==> config.mk <==
export PLATFORM = sky130hd
export DESIGN_NAME = spr_div6
export DESIGN_NICKNAME = d
export VERILOG_FILES = /design/src/hw/rtl/spr_pkg.sv /design/src/hw/rtl/spr_div6.sv
export SDC_FILE = /design/constraint.sdc
export NUM_CORES = 1
export LEC_CHECK = 0
export BUFFER_PORTS_ARGS = -buffer_cell sky130_fd_sc_hd__clkbuf_2
export CORE_MARGIN = 2
export CORE_UTILIZATION = 44
export DETAILED_ROUTE_END_ITERATION = 6
export GPL_TIMING_DRIVEN = 0
export SLEW_MARGIN = 20
export SYNTH_ARGS = -nofsm -noshare
export SYNTH_HDL_FRONTEND = slang
export SYNTH_SLANG_ARGS = --single-unit
==> constraint.sdc <==
create_clock -name clock -period 11.89 [get_ports clock]
set_clock_uncertainty 0.2 [all_clocks]
set_input_delay 1.189 -clock clock [delete_from_list [all_inputs] [get_ports clock]]
set_output_delay 1.189 -clock clock [all_outputs]
set_load 0.005 [all_outputs]
==> src/hw/rtl/spr_pkg.sv <==
// shared types, constants and arithmetic helpers of the spin precession ensemble
package spr_pkg;

   localparam int MAX_STEPS_DEF = 1024;

   localparam int FIELD_W = 16;
   localparam int SPIN_W  = 32;
   localparam int H_W     = 16;
   localparam int INV_W   = 24;
   localparam int CNT_W   = 11;
   localparam int IDX_W   = 10;
   localparam int ACC_W   = 48;
   localparam int OPA_W   = 38;
   localparam int OPB_W   = 26;
   localparam int PROD_W  = 64;
   localparam int K_W     = 38;
   localparam int KSUM_W  = 42;
   localparam int DOT_W   = 50;
   localparam int CROSS_W = 49;
   localparam int DIV_W   = 38;

   localparam logic [1:0] ACT_RUN   = 2'd0;
   localparam logic [1:0] ACT_READ  = 2'd1;
   localparam logic [1:0] ACT_CLEAR = 2'd2;

   localparam logic [1:0] CSR_STEP_SIZE     = 2'd0;
   localparam logic [1:0] CSR_INVERSE_COUNT = 2'd1;
   localparam logic [1:0] CSR_STEP_COUNT    = 2'd2;

   localparam logic [H_W-1:0]   STEP_SIZE_RST     = 16'd655;
   localparam logic [INV_W-1:0] INVERSE_COUNT_RST = 24'd16777;
   localparam logic [CNT_W-1:0] STEP_COUNT_RST    = 11'd1000;

   localparam logic signed [SPIN_W-1:0] SPIN_ONE = 32'sh2000_0000;

   // divide-by-six offset and clamp: 6*2^35 and 2^35
   localparam logic signed [PROD_W-1:0] DIV_BIAS = 64'sd34359738368;
   localparam logic signed [PROD_W-1:0] DIV_OFF  = 64'sd206158430208;

   localparam logic signed [PROD_W-1:0] ACC_HI = 64'sh0000_7FFF_FFFF_FFFF;
   localparam logic signed [PROD_W-1:0] ACC_LO = -64'sh0000_8000_0000_0000;
   localparam logic signed [PROD_W-1:0] W32_HI = 64'sh0000_0000_7FFF_FFFF;
   localparam logic signed [PROD_W-1:0] W32_LO = -64'sh0000_0000_8000_0000;

   typedef logic [DIV_W-1:0] div_word_type;

   typedef enum logic [3:0] {
      ST_CLEAR,
      ST_IDLE,
      ST_OUT,
      ST_START,
      ST_ACC,
      ST_WRITE,
      ST_SLOPE,
      ST_ARG,
      ST_DIV,
      ST_DIVWAIT,
      ST_NEXT
   } state_type;

   function automatic logic signed [ACC_W-1:0] sat48(input logic signed [PROD_W-1:0] x);
      logic signed [ACC_W-1:0] r;
      if (x > ACC_HI) begin
         r = ACC_HI[ACC_W-1:0];
      end else if (x < ACC_LO) begin
         r = ACC_LO[ACC_W-1:0];
      end else begin
         r = x[ACC_W-1:0];
      end
      return r;
   endfunction

   function automatic logic signed [SPIN_W-1:0] sat32(input logic signed [PROD_W-1:0] x);
      logic signed [SPIN_W-1:0] r;
      if (x > W32_HI) begin
         r = W32_HI[SPIN_W-1:0];
      end else if (x < W32_LO) begin
         r = W32_LO[SPIN_W-1:0];
      end else begin
         r = x[SPIN_W-1:0];
      end
      return r;
   endfunction

   function automatic logic signed [PROD_W-1:0] rnd24(input logic signed [PROD_W-1:0] p);
      logic signed [PROD_W-1:0] t;
      t = (p + 64'sd8388608) >>> 24;
      return t;
   endfunction

endpackage

==> src/hw/rtl/spr_div6.sv <==
// three-lane divider by six through reciprocal multiplication, two partial products per lane
module spr_div6 (
   input  logic                   clock,
   input  logic                   reset,
   input  logic                   start,
   input  spr_pkg::div_word_type  dividend [3],
   output logic                   done,
   output spr_pkg::div_word_type  quotient [3]
);
   import spr_pkg::*;

   // floor(x / 6) = floor((x >> 1) * ((2^37 + 1) / 3) / 2^37)
   localparam int YW = DIV_W - 1;
   localparam int MW = 18;
   localparam int PW = YW + MW;
   localparam int SW = PW + MW;
   localparam logic [MW-1:0] RECIP_LO = 18'h2AAAB;
   localparam logic [MW-1:0] RECIP_HI = 18'h2AAAA;

   logic               busy_ff, busy_in;
   logic               done_ff, done_in;
   logic               half_ff, half_in;
   logic [1:0]         lane_ff, lane_in;
   logic [YW-1:0]      y_ff [3];
   logic [YW-1:0]      y_in [3];
   div_word_type       q_ff [3];
   div_word_type       q_in [3];
   logic [SW-1:0]      acc_ff, acc_in;
   logic [YW-1:0]      ysel;
   logic [PW-1:0]      prod;
   logic [SW-1:0]      total;

   always_comb begin
      busy_in = busy_ff;
      done_in = 1'b0;
      half_in = half_ff;
      lane_in = lane_ff;
      acc_in  = acc_ff;
      ysel    = '0;
      for (int i = 0; i < 3; i++) begin
         y_in[i] = y_ff[i];
         q_in[i] = q_ff[i];
         if (lane_ff == 2'(i)) ysel = y_ff[i];
      end
      prod  = PW'(ysel) * PW'(half_ff ? RECIP_HI : RECIP_LO);
      total = acc_ff + (SW'(prod) << MW);
      if (start) begin
         busy_in = 1'b1;
         half_in = 1'b0;
         lane_in = '0;
         for (int i = 0; i < 3; i++) begin
            y_in[i] = dividend[i][DIV_W-1:1];
         end
      end else if (busy_ff) begin
         if (!half_ff) begin
            acc_in  = SW'(prod);
            half_in = 1'b1;
         end else begin
            for (int i = 0; i < 3; i++) begin
               if (lane_ff == 2'(i)) q_in[i] = DIV_W'(total >> YW);
            end
            half_in = 1'b0;
            lane_in = lane_ff + 1'b1;
            if (lane_ff == 2'd2) begin
               busy_in = 1'b0;
               done_in = 1'b1;
            end
         end
      end
   end

   always_ff @(posedge clock) begin
      if (reset) begin
         busy_ff <= 1'b0;
         done_ff <= 1'b0;
         half_ff <= 1'b0;
         lane_ff <= '0;
      end else begin
         busy_ff <= busy_in;
         done_ff <= done_in;
         half_ff <= half_in;
         lane_ff <= lane_in;
      end
      acc_ff <= acc_in;
      for (int i = 0; i < 3; i++) begin
         y_ff[i] <= y_in[i];
         q_ff[i] <= q_in[i];
      end
   end

   assign done = done_ff;
   always_comb begin
      for (int i = 0; i < 3; i++) begin
         quotient[i] = q_ff[i];
      end
   end

endmodule

==> results_dict.tcl <==
set metrics [dict create \
    period_share_pct 94.4 \
    max_freq_mhz 89.0 \
    numClockSinks 261 \
    clkLatencyLatePin_ns 0.58 \
    grt_usage_pct 21.1 \
    busiest_layer "met2" \
    synth.area.top_cells "edfxtp_1 (33%), fa_1 (22%), ha_1 (16%)" \
    postSynthCellCount 2138 \
    slew_viol_final 0 \
    slowest_stage "clkdlybuf4s15_1" \
    ys.flop_type "edfxtp_1" \
    clkTransAtPathRegs_ns 0.06 \
    yosys.area.top_type "edfxtp_1" \
    finalWeightedCongestion 0.899 \
    yosys_warnings 0 \
    hold_depth 2 \
    grt_pass1_vias 16800 \
    synth.distinct_cells 78 \
    die_width_um 235 \
    min_period_ns 11.23 \
    ios 232 \
    finalSetupViolCount 0 \
    cts_buffers 29 \
    synth_top_area_share_pct 32.6 \
    hpwl_um 49900 \
    layout-drive-gt1-share_pct 14.2 \
    outcome "completed" \
    arrival_ns 11.35 \
    core_area_um2 52800 \
    grt_antenna_before_repair 0 \
    endpoint_kind "flip-flop" \
    yosysSeqAreaShare_pct 33.0 \
    critPathMostFrequentCell "inv_1" \
    grt_use_met3_pct 2.32 \
    cts_resized 0 \
    gr-usage-met1_pct 28.9 \
    grt_setup_unrepaired "false" \
    netlist_area_um2 23600 \
    maxCapViolCount 0 \
    htree_levels 1 \
    cts_setup_buffers 0 \
    portBuffers 222 \
    netlist_top_cells_count "inv_1 (472), ha_1 (299), edfxtp_1 (256), fa_1 (255), a21oi_1 (113)" \
    tns_ns 0 \
    vias_per_cell 5.15 \
    wire_per_inst_um 18.6 \
    whs_ns 0.349 \
    synth_most_common_cell "inv_1" \
    reg2reg_slack_ns 0.66 \
    worstPathRequired_ns 12.01 \
    vias 16100 \
    holdBufCountCts 0 \
    crit_type "reg -> reg" \
    hold_viol 0 \
    relSlewSlack_pct 22.7 \
    worst_slew_pin_slew_ns 1.15 \
    rr_worst_depth 35 \
    grt_pass1_wl_um 92400 \
    syn2layout_area_growth_pct 13.4 \
    async_flop_share_pct 0 \
    grt_overflow 0 \
    clockBufferDepth 3 \
    cts_root_buf "clkbuf_16" \
    dr.pass1.iters 5 \
    grt_max_degree 59 \
    r2r-start "lane_ff[0]" \
    path_max_fanout 10 \
    synth_seq_cells 261 \
    nets 3086 \
    grt.met2_usage_pct 36.2 \
    hold_end "lane_ff[1]" \
    start_kind "flip-flop" \
    hp-class "reg -> reg" \
    drtIter0Drc 921 \
    rows 84 \
    final_antenna_net_count 0 \
    synth_edf_count 256 \
    syn_avg_cell_area_um2 11.0 \
    n_antenna_cell 0 \
    die_y_um 235 \
    initial_utilization_pct 44.7 \
    die_area_um2 55400 \
    cts_tree "yes" \
    drt-total-wl_um 58200 \
    hold_path.startpoint "lane_ff[1]" \
    reg2reg_to "q_ff[0][100]" \
    critPathMaxStageDelay_ns 0.70 \
    drc 0 \
]
sequential cells by signal, summed over array words and instances (netlist names):
name     cells
done         1
acc_ff      37
lane_ff      2
busy_ff      1
q_ff       108
y_ff       111
half_ff      1
cells in the final DEF, fill, tap and decap left out, types with 27 or more instances in the layout:
master	count
a22oi_1	27
clkbuf_1	33
edfxtp_1	256
xor2_1	39
clkbuf_16	29
ha_1	299
o21ai_0	57
nor2b_1	28
fa_1	255
xnor2_1	42
nor2_1	98
a21oi_1	113
nand3_1	29
inv_1	472
clkbuf_2	221
a21o_1	38
nand2_1	102
layout make-up:
cell class / count / area [um2]
Buffer: 53 / 259
Clock buffer: 39 / 823
Clock inverter: 14 / 146
Fill cell: 4759 / 26000
Inverter: 472 / 1770
Multi-Input combinational cell: 1357 / 13800
Sequential cell: 261 / 7790
Tap cell: 688 / 861
Timing Repair Buffer: 241 / 1290
per-stage QoR:
stage	cells	worst slack, ns	utilization [%]	area [um2]
floorplan	2143	3.38	-	23600
global placement	3053	0.941	48.4	25600
global route	3125	0.00799	50.7	26700
detailed placement	3072	0.844	48.8	25800
finish	3125	0.660	50.7	26700
CTS	3125	0.789	50.7	26700
critical path: cells and delay by family (launching register included):
kind / cells / cell delay (ns)
buf+inv: 9 / 2.33
xor+xnor: 3 / 1.07
fa+ha+maj: 9 / 3.51
compound gates: 6 / 1.84
simple gates: 8 / 1.65
flops: 1 / 0.31
worst max path at each step:
stage,slack [ns],depth (start not counted),to,from
global route,0.008,35,q_ff[0][24],lane_ff[0]
CTS,0.79,35,q_ff[0][33],lane_ff[0]
finish,0.66,35,q_ff[0][100],lane_ff[0]
detailed placement,0.84,35,q_ff[0][33],lane_ff[0]
global placement,0.94,35,q_ff[0][24],lane_ff[0]
floorplan,3.38,35,q_ff[0][104],lane_ff[0]
layer usage:
metal | part of all wire [%] | vias up
li1 | - | 7708
met1 | 45 | 7962
met2 | 49 | 336
met3 | 4.1 | 75
met4 | 2.1 | 0
met5 | 0 | -
logic make-up after synthesis:
| logic type | share of synthesized area, % |
|---|---|
| xor gates and xnor gates | 3.31 |
| buffers and inverters | 8.59 |
| and+or+nand+nor | 7.37 |
| AOI/OAI and AO/OA | 10.0 |
| DFF | 33.0 |
| adders and majority gates | 37.5 |
| other | 0.0159 |
| muxes | 0.133 |
Power is not shown: default switching activity piles up to over one toggle a cycle in this logic, so the estimate is an artifact.
